## src/rtl/core/fxp_pkg.sv

```systemverilog
`default_nettype none

package fxp_pkg;

    localparam int MAX_LEN     = 60;
    localparam int BYTE_W      = 8;
    localparam int IDX_W       = 6;
    localparam int STORE_DEPTH = 64;
    localparam int BANK_CNT    = 2;
    localparam int MEM_ADDR_W  = $clog2(STORE_DEPTH * BANK_CNT);

    localparam logic [BYTE_W-1:0] HEADER_RESET = 8'hBB;
    localparam logic [BYTE_W-1:0] LEN_MIN      = 8'd3;
    localparam logic [BYTE_W-1:0] LEN_MAX      = BYTE_W'(MAX_LEN);
    localparam logic [IDX_W-1:0]  POS_CMD      = 6'd3;
    localparam logic [IDX_W-1:0]  POS_PAYLOAD  = 6'd4;

    // register index decode on paddr[2]
    localparam logic REG_HEADER = 1'b0;

    typedef struct packed {
        logic [BYTE_W-1:0] command;
        logic [IDX_W-1:0]  plen;
        logic              bank;
    } desc_t;

    typedef struct packed {
        logic                  en;
        logic [MEM_ADDR_W-1:0] addr;
        logic [BYTE_W-1:0]     data;
    } wr_t;

endpackage

`default_nettype wire

```

## src/rtl/core/fxp_if.sv

```systemverilog
`default_nettype none

interface fxp_byte_if;
    import fxp_pkg::*;

    logic              valid;
    logic              ready;
    logic [BYTE_W-1:0] rx_byte;

    modport source (output valid, output rx_byte, input ready);
    modport sink   (input valid, input rx_byte, output ready);
endinterface

interface fxp_result_if;
    import fxp_pkg::*;

    logic              valid;
    logic              ready;
    logic [BYTE_W-1:0] command;
    logic [IDX_W-1:0]  payload_len;
    logic              has_data;
    logic [IDX_W-1:0]  byte_index;
    logic [BYTE_W-1:0] data_byte;
    logic              last;

    modport source (output valid, output command, output payload_len, output has_data,
                    output byte_index, output data_byte, output last, input ready);
    modport sink   (input valid, input command, input payload_len, input has_data,
                    input byte_index, input data_byte, input last, output ready);
endinterface

`default_nettype wire

```

## src/rtl/core/xor_checked_frame_parser_unit.sv

```systemverilog
`default_nettype none

// Frame parser for a length-prefixed, XOR-checked byte stream. The front end
// takes one rx word per cycle, hunts for the header byte, checks the length
// (3 to 60) and the XOR over the whole frame, and writes payload bytes into a
// two-bank store. A good frame posts a descriptor into a two-entry queue; the
// back end replays it as one result per payload byte (one result with
// has_data low for an empty payload), last marked on the final one. A frame of
// length L is L+2 rx words long; replay picks up the descriptor, then makes
// each result by a store read and then the output register, or by the
// output step alone for an empty payload. rx stalls only while two good
// frames sit in the queue, until the older one has been fully replayed. The
// header byte register sits at address 0 of the APB port and resets to 0xBB.
module xor_checked_frame_parser_unit
    import fxp_pkg::*;
(
    input  wire logic        clk,
    input  wire logic        rst_n,
    fxp_byte_if.sink         rx,
    fxp_result_if.source     res,
    input  wire logic        psel,
    input  wire logic        penable,
    input  wire logic        pwrite,
    input  wire logic [2:0]  paddr,
    input  wire logic [31:0] pwdata,
    output logic      [31:0] prdata,
    output logic             pready
);

    logic [BYTE_W-1:0] header_reg;
    logic              push;
    logic              pop;
    logic              q_valid;
    logic              q_full;
    desc_t             push_data;
    desc_t             head;
    wr_t               wr;

    assign pready = 1'b1;
    assign prdata = (paddr[2] == REG_HEADER) ? {24'd0, header_reg} : 32'd0;

    always_ff @(posedge clk or negedge rst_n)
    begin
        if (!rst_n)
        begin
            header_reg <= HEADER_RESET;
        end
        else if (psel && penable && pwrite && pready && paddr[2] == REG_HEADER)
        begin
            header_reg <= pwdata[BYTE_W-1:0];
        end
    end

    fxp_front u_front (
        .clk       (clk),
        .rst_n     (rst_n),
        .rx        (rx),
        .header    (header_reg),
        .q_full    (q_full),
        .push      (push),
        .push_data (push_data),
        .wr        (wr)
    );

    fxp_queue u_queue (
        .clk       (clk),
        .rst_n     (rst_n),
        .push      (push),
        .push_data (push_data),
        .pop       (pop),
        .head      (head),
        .not_empty (q_valid),
        .full      (q_full)
    );

    fxp_back u_back (
        .clk     (clk),
        .rst_n   (rst_n),
        .wr      (wr),
        .head    (head),
        .q_valid (q_valid),
        .pop     (pop),
        .res     (res)
    );

endmodule

`default_nettype wire

```

## src/rtl/core/fxp_front.sv

```systemverilog
`default_nettype none

module fxp_front
    import fxp_pkg::*;
(
    input  wire logic              clk,
    input  wire logic              rst_n,
    fxp_byte_if.sink               rx,
    input  wire logic [BYTE_W-1:0] header,
    input  wire logic              q_full,
    output logic                   push,
    output desc_t                  push_data,
    output wr_t                    wr
);

    logic [IDX_W-1:0]  count_reg, count_next;
    logic [IDX_W-1:0]  flen_reg, flen_next;
    logic [BYTE_W-1:0] xor_reg, xor_next;
    logic [BYTE_W-1:0] cmd_reg, cmd_next;
    logic              bank_reg, bank_next;
    logic              take;
    logic              at_check;
    logic [IDX_W-1:0]  slot;

    assign rx.ready = !q_full;
    assign take     = rx.valid && rx.ready;
    assign at_check = ({1'b0, count_reg} == ({1'b0, flen_reg} + 7'd1));
    assign slot     = count_reg - POS_PAYLOAD;

    always_comb
    begin
        count_next = count_reg;
        flen_next  = flen_reg;
        xor_next   = xor_reg;
        cmd_next   = cmd_reg;
        bank_next  = bank_reg;
        push       = 1'b0;
        wr.en      = 1'b0;
        wr.addr    = {bank_reg, slot};
        wr.data    = rx.rx_byte;
        if (take)
        begin
            if (count_reg == '0)
            begin
                if (rx.rx_byte == header)
                begin
                    xor_next   = rx.rx_byte;
                    count_next = 6'd1;
                end
            end
            else if (count_reg == 6'd1)
            begin
                // drop a bad length and hunt again from the next word
                if (rx.rx_byte < LEN_MIN || rx.rx_byte > LEN_MAX)
                begin
                    count_next = '0;
                end
                else
                begin
                    flen_next  = rx.rx_byte[IDX_W-1:0];
                    xor_next   = xor_reg ^ rx.rx_byte;
                    count_next = 6'd2;
                end
            end
            else if (at_check)
            begin
                count_next = '0;
                if (xor_reg == rx.rx_byte)
                begin
                    push      = 1'b1;
                    bank_next = !bank_reg;
                end
            end
            else
            begin
                if (count_reg == POS_CMD)
                begin
                    cmd_next = rx.rx_byte;
                end
                else if (count_reg >= POS_PAYLOAD)
                begin
                    wr.en = 1'b1;
                end
                xor_next   = xor_reg ^ rx.rx_byte;
                count_next = count_reg + 6'd1;
            end
        end
    end

    assign push_data.command = cmd_reg;
    assign push_data.plen    = flen_reg - IDX_W'(LEN_MIN);
    assign push_data.bank    = bank_reg;

    always_ff @(posedge clk or negedge rst_n)
    begin
        if (!rst_n)
        begin
            count_reg <= '0;
            flen_reg  <= '0;
            xor_reg   <= '0;
            cmd_reg   <= '0;
            bank_reg  <= 1'b0;
        end
        else
        begin
            count_reg <= count_next;
            flen_reg  <= flen_next;
            xor_reg   <= xor_next;
            cmd_reg   <= cmd_next;
            bank_reg  <= bank_next;
        end
    end

endmodule

`default_nettype wire

```

## src/rtl/core/fxp_queue.sv

```systemverilog
`default_nettype none

module fxp_queue
    import fxp_pkg::*;
(
    input  wire logic  clk,
    input  wire logic  rst_n,
    input  wire logic  push,
    input  wire desc_t push_data,
    input  wire logic  pop,
    output desc_t      head,
    output logic       not_empty,
    output logic       full
);

    desc_t      entry_reg [BANK_CNT];
    logic       wr_ptr_reg, wr_ptr_next;
    logic       rd_ptr_reg, rd_ptr_next;
    logic [1:0] cnt_reg, cnt_next;

    assign head      = entry_reg[rd_ptr_reg];
    assign not_empty = (cnt_reg != 2'd0);
    assign full      = (cnt_reg == 2'd2);

    always_comb
    begin
        wr_ptr_next = push ? !wr_ptr_reg : wr_ptr_reg;
        rd_ptr_next = pop ? !rd_ptr_reg : rd_ptr_reg;
        cnt_next    = cnt_reg + {1'b0, push} - {1'b0, pop};
    end

    always_ff @(posedge clk)
    begin
        if (push)
        begin
            entry_reg[wr_ptr_reg] <= push_data;
        end
    end

    always_ff @(posedge clk or negedge rst_n)
    begin
        if (!rst_n)
        begin
            wr_ptr_reg <= 1'b0;
            rd_ptr_reg <= 1'b0;
            cnt_reg    <= 2'd0;
        end
        else
        begin
            wr_ptr_reg <= wr_ptr_next;
            rd_ptr_reg <= rd_ptr_next;
            cnt_reg    <= cnt_next;
        end
    end

endmodule

`default_nettype wire

```

## src/rtl/core/fxp_back.sv

```systemverilog
`default_nettype none

module fxp_back
    import fxp_pkg::*;
(
    input  wire logic  clk,
    input  wire logic  rst_n,
    input  wire wr_t   wr,
    input  wire desc_t head,
    input  wire logic  q_valid,
    output logic       pop,
    fxp_result_if.source res
);

    localparam logic [1:0] B_IDLE = 2'd0;
    localparam logic [1:0] B_READ = 2'd1;
    localparam logic [1:0] B_SHOW = 2'd2;

    logic [BYTE_W-1:0] mem [STORE_DEPTH * BANK_CNT];
    logic [BYTE_W-1:0] rd_data_reg;
    logic [1:0]        state_reg, state_next;
    logic [IDX_W-1:0]  idx_reg, idx_next;
    logic              has_data;
    logic              is_last;

    assign has_data = (head.plen != '0);
    assign is_last  = !has_data || ((idx_reg + 6'd1) == head.plen);

    always_ff @(posedge clk)
    begin
        if (wr.en)
        begin
            mem[wr.addr] <= wr.data;
        end
    end

    always_ff @(posedge clk)
    begin
        if (state_reg == B_READ)
        begin
            rd_data_reg <= mem[{head.bank, idx_reg}];
        end
    end

    always_comb
    begin
        state_next = state_reg;
        idx_next   = idx_reg;
        pop        = 1'b0;
        unique case (state_reg)
            B_IDLE:
            begin
                if (q_valid)
                begin
                    idx_next   = '0;
                    state_next = has_data ? B_READ : B_SHOW;
                end
            end
            B_READ:
            begin
                state_next = B_SHOW;
            end
            B_SHOW:
            begin
                if (res.ready)
                begin
                    if (is_last)
                    begin
                        pop        = 1'b1;
                        state_next = B_IDLE;
                    end
                    else
                    begin
                        idx_next   = idx_reg + 6'd1;
                        state_next = B_READ;
                    end
                end
            end
            default:
            begin
                state_next = B_IDLE;
            end
        endcase
    end

    assign res.valid       = (state_reg == B_SHOW);
    assign res.command     = head.command;
    assign res.payload_len = head.plen;
    assign res.has_data    = has_data;
    assign res.byte_index  = idx_reg;
    assign res.data_byte   = has_data ? rd_data_reg : '0;
    assign res.last        = is_last;

    always_ff @(posedge clk or negedge rst_n)
    begin
        if (!rst_n)
        begin
            state_reg <= B_IDLE;
            idx_reg   <= '0;
        end
        else
        begin
            state_reg <= state_next;
            idx_reg   <= idx_next;
        end
    end

endmodule

`default_nettype wire

```

## src/flat_wrapper.sv

```systemverilog
// flat-port wrapper written by rule: the top's interface ports become plain ports
module xor_checked_frame_parser_unit_flat import fxp_pkg::*;
  (clk, rst_n, psel, penable, pwrite, paddr, pwdata, prdata, pready, rx_valid, rx_rx_byte, rx_ready, res_valid, res_command, res_payload_len, res_has_data, res_byte_index, res_data_byte, res_last, res_ready);
  fxp_byte_if rx_i ();
  fxp_result_if res_i ();
  input  wire logic clk;
  input  wire logic rst_n;
  input  wire logic psel;
  input  wire logic penable;
  input  wire logic pwrite;
  input  wire logic [2:0] paddr;
  input  wire logic [31:0] pwdata;
  output logic      [31:0] prdata;
  output logic pready;
  input wire logic [$bits(rx_i.valid)-1:0] rx_valid;
  input wire logic [$bits(rx_i.rx_byte)-1:0] rx_rx_byte;
  output wire logic [$bits(rx_i.ready)-1:0] rx_ready;
  output wire logic [$bits(res_i.valid)-1:0] res_valid;
  output wire logic [$bits(res_i.command)-1:0] res_command;
  output wire logic [$bits(res_i.payload_len)-1:0] res_payload_len;
  output wire logic [$bits(res_i.has_data)-1:0] res_has_data;
  output wire logic [$bits(res_i.byte_index)-1:0] res_byte_index;
  output wire logic [$bits(res_i.data_byte)-1:0] res_data_byte;
  output wire logic [$bits(res_i.last)-1:0] res_last;
  input wire logic [$bits(res_i.ready)-1:0] res_ready;
  assign rx_i.valid = rx_valid;
  assign rx_i.rx_byte = rx_rx_byte;
  assign rx_ready = rx_i.ready;
  assign res_valid = res_i.valid;
  assign res_command = res_i.command;
  assign res_payload_len = res_i.payload_len;
  assign res_has_data = res_i.has_data;
  assign res_byte_index = res_i.byte_index;
  assign res_data_byte = res_i.data_byte;
  assign res_last = res_i.last;
  assign res_i.ready = res_ready;
  xor_checked_frame_parser_unit u_core (.clk(clk), .rst_n(rst_n), .rx(rx_i), .res(res_i), .psel(psel), .penable(penable), .pwrite(pwrite), .paddr(paddr), .pwdata(pwdata), .prdata(prdata), .pready(pready));
endmodule
```

## config.mk

```make
export PLATFORM = sky130hd
export DESIGN_NAME = xor_checked_frame_parser_unit_flat
export DESIGN_NICKNAME = d
export VERILOG_FILES = /design/src/rtl/core/fxp_pkg.sv /design/src/rtl/core/fxp_if.sv /design/src/rtl/core/xor_checked_frame_parser_unit.sv /design/src/rtl/core/fxp_front.sv /design/src/rtl/core/fxp_queue.sv /design/src/rtl/core/fxp_back.sv /design/src/flat_wrapper.sv
export SDC_FILE = /design/constraint.sdc
export NUM_CORES = 1
export LEC_CHECK = 0
export ABC_AREA = 1
export BUFFER_PORTS_ARGS = -buffer_cell sky130_fd_sc_hd__buf_4
export CORE_MARGIN = 2
export CORE_UTILIZATION = 50
export CTS_BUF_LIST = sky130_fd_sc_hd__clkbuf_8 sky130_fd_sc_hd__clkbuf_16
export DETAILED_ROUTE_END_ITERATION = 6
export PLACE_DENSITY = 0.66
export SYNTH_ARGS = -nofsm -noshare
export SYNTH_HDL_FRONTEND = slang
export SYNTH_SLANG_ARGS = --single-unit
```

## constraint.sdc

```tcl
create_clock -name clk -period 5.9 [get_ports clk]
set_input_delay 0.295 -clock clk [delete_from_list [all_inputs] [get_ports clk]]
set_output_delay 0.295 -clock clk [all_outputs]
set_load 0.02 [all_outputs]
```

==> qor.tcl, run 1 <==
set qor(first_iter_violations) 3460
set qor(crit_slowest_cell) {nand4_4}
set qor(gp_congestion) 0.881
set qor(grt_first_pass_wirelength_um) 178000
set qor(arrival_time_reported_for_the_critical_path_endpoint_ps) 4650
set qor(worst_ep_required_time_ps) 6200
set qor(timing.final.crit_share) 0.738
set qor(worst_setup_hold_path_clk_slew_ps) 60
set qor(antenna_cells) 0
set qor(timing_worst_setup_path_type) {reg -> reg}
set qor(timing.critical_path.cells) {inv_2, ha_1, nand3_2, inv_2, nor2_8, nand4_4, buf_4, buf_4, nor3_2}
set qor(hold_start) {rx_rx_byte[2]}
set qor(slew_violations) 0
set qor(cts_tree) {built}
set qor(detail_route.wl_per_cell_um) 21.5
set qor(multi_input_area_sq_um) 12300
set qor(post_cts_resized) 0
set qor(timing.final.hold_violations) 0
set qor(cap_violations) 0
set qor(setup.worst_path.end_class) {flip-flop}
set qor(setup_total_negative_slack_ps) 0
set qor(power.total_w) 0.0215
set qor(via_per_inst) 5.62
set qor(number_of_antenna_violations_at_the_first_check_in_global_routing) 1
set qor(cts.htree.levels) 3
set qor(grt_max_degree) 203
set qor(share_of_cells_above_drive_strength_1) 0.0949
set qor(place.port_buffers) 63
set qor(leakage_power_nw) 18.8
set qor(postRouteAntennaNets) 0
set qor(largest_reg_flops) 1024
set qor(place_hpwl_um) 65800
set qor(final.setup_skew_ps) 21.2
set qor(synth-edff-count) 1062
set qor(ff2ff_setup_slack_ps) 1550
set qor(clock-root-buffer) {clkbuf_16}
set qor(final_period_minus_worst_setup_slack_ps) 4350
set qor(timing.critical_path.buf_inv) 4
set qor(synth_flop_type) {edfxtp_1}
set qor(asyncSetResetFlopFracSynth) 0.0441
set qor(setup-violations-final) 0
set qor(timing.hold.worst.class) {in -> reg}
set qor(final_nets) 4180
set qor(ctsLongestPathBuffers) 3
set qor(netlist-cell-type-count) 39
set qor(layout-area-overhead-vs-synth_pct) 10.8
set qor(num_io_pins) 115
set qor(die_w_um) 311
set qor(coreArea_sq_um) 93300
set qor(overflow) 0
set qor(tritoncts_num_sinks) 1111
set qor(timing.reg2reg.worst_path_depth) 9
set qor(nFillCells) 7715
set qor(timing_worst_slew_pin_value_ps) 1180
set qor(whs_path_depth) 1
set qor(end_of_the_worst_register_to_register_path) {u_core.u_back.mem[53][6]}
set qor(crit_path_max_incr_delay_ps) 740
set qor(floorplan.initialDensity) 0.505
set qor(track_usage) 0.241
set qor(cp_top_family) {simple AND/OR/NAND/NOR gates}
set qor(yosys_register_bits) 1111
set qor(netlist_area_sq_um) 47100
set qor(run_status) {finished clean}
set qor(synthesized_netlist_cell_count) 4145
set qor(peakVddDrop_mv) 0.302
set qor(dr.pass1.iters) 6
set qor(yosys_warnings) 0
set qor(postSynthAreaPerCell_sq_um) 11.4
set qor(rsz0062_at_grt) {false}
set qor(tritoncts.num_buffers) 112
set qor(grt_pass1_vias) 29700
set qor(r2r-start) {u_core.u_front.count_reg[2]}
set qor(max_clock_freq_ghz) 0.230
set qor(placed_cells) 5247
set qor(timing.critical_path.fanout_max) 43
set qor(dr_total_vias) 30800
set qor(number_of_remaining_drc_errors) 0
set qor(seq_area_sq_um) 33100
set qor(power_per_cell_area_nw_per_um2) 412
set qor(die_area_sq_um) 96700
set qor(insertion_delay_to_the_later_sink_of_the_worst_skew_pair_ps) 690
set qor(synth.yosys.seq_area_share) 0.703
set qor(start_kind) {flip-flop}
set qor(dieHeight_um) 311
set qor(layout.cells.non_filler) 5470
set qor(row_count) 112
set qor(slew_headroom) 0.209
set qor(hold_end) {u_core.u_back.mem[30][2]}
set qor(drt_wl_total_um) 118000
-- cell usage in the layout (no fill, tap or decap), types with 3 or more instances in the layout --
| master | n |
|---|---|
| nor2_4 | 3 |
| inv_8 | 3 |
| buf_12 | 7 |
| nand2_1 | 1384 |
| a21oi_1 | 11 |
| nand2_2 | 6 |
| xor2_1 | 15 |
| inv_1 | 82 |
| dfrtp_4 | 3 |
| clkinv_1 | 26 |
| nor2_2 | 3 |
| bufinv_16 | 18 |
| dfstp_2 | 6 |
| conb_1 | 25 |
| clkbuf_16 | 112 |
| dlygate4sd3_1 | 12 |
| inv_2 | 11 |
| nand3_2 | 11 |
| xnor2_1 | 8 |
| nand4_1 | 12 |
| o21ai_0 | 29 |
| buf_4 | 102 |
| inv_16 | 3 |
| dfrtp_1 | 39 |
| inv_6 | 6 |
| nand3_1 | 972 |
| clkinv_4 | 3 |
| nor3_2 | 69 |
| clkinv_2 | 11 |
| edfxtp_1 | 1062 |
| ha_1 | 11 |
| clkinvlp_4 | 11 |
| nor2_1 | 58 |
| nor3_1 | 62 |
-- synth_stat cells (all sizes together), types with 8 or more instances --
cell type,n,area [sq um]
nand2,1392,5260
edfxtp,1062,31900
nand3,983,4940
buf,223,1260
nor3,131,1000
inv,78,293
nor2,65,290
clkbuf,61,229
dfrtp,43,1080
o21ai,31,155
xor2,16,148
nand4,14,109
a21oi,11,55.1
ha,11,138
xnor2,8,70.1
-- layer usage --
layer	up-vias	part of all wire	global-route usage
li1	14500	-	-
met1	14700	0.41	0.329
met2	1358	0.47	0.392
met3	250	0.078	0.0329
met4	0	0.038	0.0958
met5	-	0	0
-- kinds of logic (layout without fill, tap and decap cells) --
| kind of cell | Yosys count | in the layout | synth area share |
|---|---|---|---|
| compound gates | 47 | 47 | 0.00523 |
| fa+ha+maj | 11 | 11 | 0.00292 |
| buf+inv | 363 | 411 | 0.0379 |
| xor+xnor | 24 | 24 | 0.00462 |
| flops | 1111 | 1111 | 0.703 |
| simple gates | 2587 | 2587 | 0.246 |
| other cells | 2 | 25 | 0.000159 |
-- report_power, final --
part / internal (W) / switching, W / total (W)
clock network: 0.00428 / 0.00306 / 0.00734
registers: 0.00890 / 0.000211 / 0.00911
logic: 0.00127 / 0.00382 / 0.00509
total: 0.0144 / 0.00709 / 0.0215
-- layout make-up --
cell class / count / area share
Tap cell: 1254 / 0.0300
Clock buffer: 112 / 0.0537
Timing Repair Buffer: 121 / 0.0196
Sequential cell: 1111 / 0.634
Clock inverter: 99 / 0.0201
Multi-Input combinational cell: 2694 / 0.236
Inverter: 79 / 0.00601
-- timing repair --
action | 4_1_cts | 5_1_grt
hold endpoints to repair | 59 | 0
buffers inserted | 0 | 0
hold buffers | 12 | 0
-- per-stage QoR --
step | cell area (sq um) | hold slack [ps] | worst slack, ps | utilization
after floorplan | 47200 | -0.591 | 3300 | -
after global placement | 48300 | 370 | 1720 | 0.517
after detailed placement | 48300 | 362 | 1620 | 0.517
after CTS | 52200 | 49.8 | 1600 | 0.560
after global routing | 52200 | 67.9 | 1330 | 0.560
final | 52200 | 77.7 | 1550 | 0.560
-- how the worst max path moves through the flow --
stage | from | to | slack (ps) | cells after the start
6_report | u_core.u_front.count_reg[2] | u_core.u_back.mem[53][6] | 1550 | 9
3_5_place_dp | u_core.u_front.count_reg[2] | u_core.u_back.mem[21][0] | 1620 | 8
3_3_place_gp | u_core.u_front.count_reg[2] | u_core.u_back.mem[36][6] | 1720 | 9
2_1_floorplan | u_core.u_front.flen_reg[0] | u_core.u_queue.entry_reg[1][0] | 3300 | 9
4_1_cts | u_core.u_front.count_reg[2] | u_core.u_back.mem[53][7] | 1600 | 9
5_1_grt | u_core.u_front.count_reg[0] | u_core.u_back.mem[53][6] | 1330 | 9
(Power assumes the default switching activity.)
==> run 2: changes to the inputs <==
--- a/config.mk
+++ b/config.mk
@@ -11,7 +11,7 @@
 export CORE_UTILIZATION = 50
 export CTS_BUF_LIST = sky130_fd_sc_hd__clkbuf_8 sky130_fd_sc_hd__clkbuf_16
 export DETAILED_ROUTE_END_ITERATION = 6
-export PLACE_DENSITY = 0.66
+export PLACE_DENSITY = 0.69
 export SYNTH_ARGS = -nofsm -noshare
 export SYNTH_HDL_FRONTEND = slang
 export SYNTH_SLANG_ARGS = --single-unit
==> constraint.sdc (replaced) <==
create_clock -name clk -period 4 [get_ports clk]
set_input_delay 0.2 -clock clk [delete_from_list [all_inputs] [get_ports clk]]
set_output_delay 0.2 -clock clk [all_outputs]
set_load 0.02 [all_outputs]
==> qor.tcl, run 2 (synthesis results as in run 1) <==
set qor(run_status) {finished clean}
set qor(grt_first_pass_wirelength_um) 180000 ;# +1.1%
set qor(dp_slack_ps) 725 ;# -891 ps
set qor(worst_ep_required_time_ps) 4310 ;# -1890 ps
set qor(final_period_minus_worst_setup_slack_ps) 3250 ;# -1110 ps
set qor(crit_path_end) {u_core.u_back.mem[36][6]}
set qor(max_clock_freq_ghz) 0.308 ;# +34%
set qor(insertion_delay_to_the_later_sink_of_the_worst_skew_pair_ps) 690 ;# about the same
set qor(detail_route.wl_per_cell_um) 21.4 ;# -0.73%
set qor(place.port_buffers) 63 ;# unchanged
set qor(setup.worst_path.end_class) {flip-flop}
set qor(place_hpwl_um) 68700 ;# +4.4%
set qor(timing_worst_setup_path_type) {reg -> reg}
set qor(clock-root-buffer) {clkbuf_16}
set qor(power.total_w) 0.0310 ;# +44%
set qor(timing.critical_path.fanout_max) 10 ;# -77%
set qor(slew_violations) 0 ;# unchanged
set qor(drt_wl_total_um) 119000 ;# +1.1%
set qor(track_usage) 0.242 ;# +0.00174
set qor(coreArea_sq_um) 93300 ;# unchanged
set qor(postRouteAntennaNets) 0 ;# unchanged
set qor(end_of_the_worst_register_to_register_path) {u_core.u_back.mem[36][6]}
set qor(rsz0062_at_grt) {false}
set qor(timing_worst_slew_pin_value_ps) 1140 ;# -34.4 ps
set qor(arrival_time_reported_for_the_critical_path_endpoint_ps) 3560 ;# -1090 ps
set qor(most-common-layout-cells) {nand2_1, edfxtp_1, nand3_1}
set qor(critical_path.startpoint) {u_core.u_front.count_reg[2]}
set qor(multi_input_area_sq_um) 12300 ;# unchanged
set qor(number_of_antenna_violations_at_the_first_check_in_global_routing) 1 ;# unchanged
set qor(row_count) 112 ;# unchanged
set qor(setup-violations-final) 0 ;# unchanged
set qor(cap_violations) 0 ;# unchanged
set qor(gp_congestion) 0.892 ;# +1.2%
set qor(layout-area-overhead-vs-synth_pct) 12.1
set qor(largest_reg_flops) 1024 ;# unchanged
set qor(die_area_sq_um) 96700 ;# unchanged
set qor(ctsLongestPathBuffers) 3 ;# unchanged
set qor(dieHeight_um) 311 ;# unchanged
set qor(timing.final.crit_share) 0.811 ;# +0.0739
set qor(cts.htree.levels) 3 ;# unchanged
set qor(grt_max_degree) 129 ;# -36%
set qor(post_cts_buffers) 0 ;# unchanged
set qor(cts_tree) {built}
set qor(overflow) 0 ;# unchanged
set qor(ff2ff_setup_slack_ps) 750 ;# -790 ps
set qor(timing.reg2reg.worst_path_depth) 7 ;# -2
set qor(final.setup_skew_ps) 44.1 ;# +22.9 ps
set qor(r2r-start) {u_core.u_front.count_reg[2]}
set qor(tritoncts_num_sinks) 1111 ;# unchanged
set qor(leakage_power_nw) 19.3 ;# +2.8%
set qor(peakVddDrop_mv) 0.573 ;# +90%
set qor(dr_total_vias) 31600 ;# +2.6%
set qor(share_of_cells_above_drive_strength_1) 0.116 ;# +0.0209
set qor(power_per_cell_area_nw_per_um2) 588 ;# +43%
set qor(die_w_um) 311 ;# unchanged
set qor(grt_pass1_vias) 30000 ;# +1.0%
set qor(worst_setup_hold_path_clk_slew_ps) 60 ;# about the same
set qor(slew_headroom) 0.235 ;# +0.0262
set qor(seq_area_sq_um) 33100 ;# unchanged
set qor(setup_ws_final_ps) 754 ;# -794 ps
set qor(floorplan.initialDensity) 0.505 ;# unchanged
set qor(setup_total_negative_slack_ps) 0 ;# unchanged
set qor(number_of_remaining_drc_errors) 0 ;# unchanged
set qor(first_iter_violations) 3626 ;# +4.8%
set qor(final_nets) 4286 ;# +2.5%
set qor(antenna_cells) 0 ;# unchanged
set qor(start_kind) {flip-flop}
set qor(holdWs_ps) 46.8 ;# -30.9 ps
set qor(tritoncts.num_buffers) 109 ;# -2.7%
set qor(num_io_pins) 115 ;# unchanged
set qor(dr.pass1.iters) 6 ;# unchanged
set qor(via_per_inst) 5.67 ;# +0.75%
set qor(nFillCells) 7694 ;# -0.27%
set qor(timing.hold.worst.class) {in -> reg}
set qor(post_cts_resized) 0 ;# unchanged
set qor(layout_commonest_cell) {nand2_1}
set qor(timing.final.hold_violations) 0 ;# unchanged
## run 2: cell types whose count changed in the layout (fill, tap and decap cells not counted), sizes merged
| cell | previous run | this run |
|---|---|---|
| clkinvlp | 11 | 2 |
| buf | 109 | 217 |
| bufinv | 18 | 7 |
| dlygate4sd3 | 12 | 13 |
| clkinv | 43 | 57 |
| clkbuf | 112 | 115 |
| inv | 106 | 103 |
## run 2: per-layer routing
metal	GRT usage	part of all wire	vias up
li1	-	-	14700
met1	0.340	0.41	15100
met2	0.390	0.47	1528
met3	0.0318	0.087	252
met4	0.0887	0.036	0
met5	0	0	-
## run 2: metrics by stage
stage                     utilization  std cells  instance area [sq um]
after floorplan                     -       4168                  47200
after global placement          0.527       5355                  49200
after detailed placement        0.527       5355                  49200
after CTS                       0.566       5573                  52800
after global routing            0.566       5573                  52800
final                           0.566       5573                  52800
## run 2: worst min-delay path by stage
| stage | start | to | cells past startpoint |
|---|---|---|---|
| 5_1_grt | rx_rx_byte[5] | u_core.u_back.mem[67][5] | 1 |
| 3_5_place_dp | rst_n | u_core.u_back.res.byte_index[0] | 1 |
| 3_3_place_gp | rst_n | u_core.u_back.res.byte_index[0] | 1 |
| 4_1_cts | rx_rx_byte[5] | u_core.u_back.mem[12][5] | 1 |
| 2_1_floorplan | rst_n | u_core.header_reg[2] | 0 |
| 6_report | rx_rx_byte[5] | u_core.u_back.mem[7][5] | 1 |
## run 2: report_power, final
group	internal [W]	switching [W]
Clock	0.00557	0.00434
Sequential	0.0131	0.000248
Combinational	0.00204	0.00571
## run 2: timing repair
item / CTS / global route
hold endpoints to repair: 94 / 0
hold buffers: 13 / 0
setup endpoints to repair: 0 / 0
## run 2: area by class of cell
cell class | instances | area share
Inverter | 79 | 0.00594
Clock buffer | 115 | 0.0536
Timing Repair Buffer | 230 | 0.0376
Multi-Input combinational cell | 2694 | 0.234
Tap cell | 1254 | 0.0297
Sequential cell | 1111 | 0.627
Clock inverter | 90 | 0.0124
## run 2: critical path: stages, from the launching register on
cell and delay, ps:
dfrtp_1 560, inv_2 200, ha_1 280, xnor2_1 230, inv_1 90, nor2_1 400
nand2_1 420, nor3_2 680
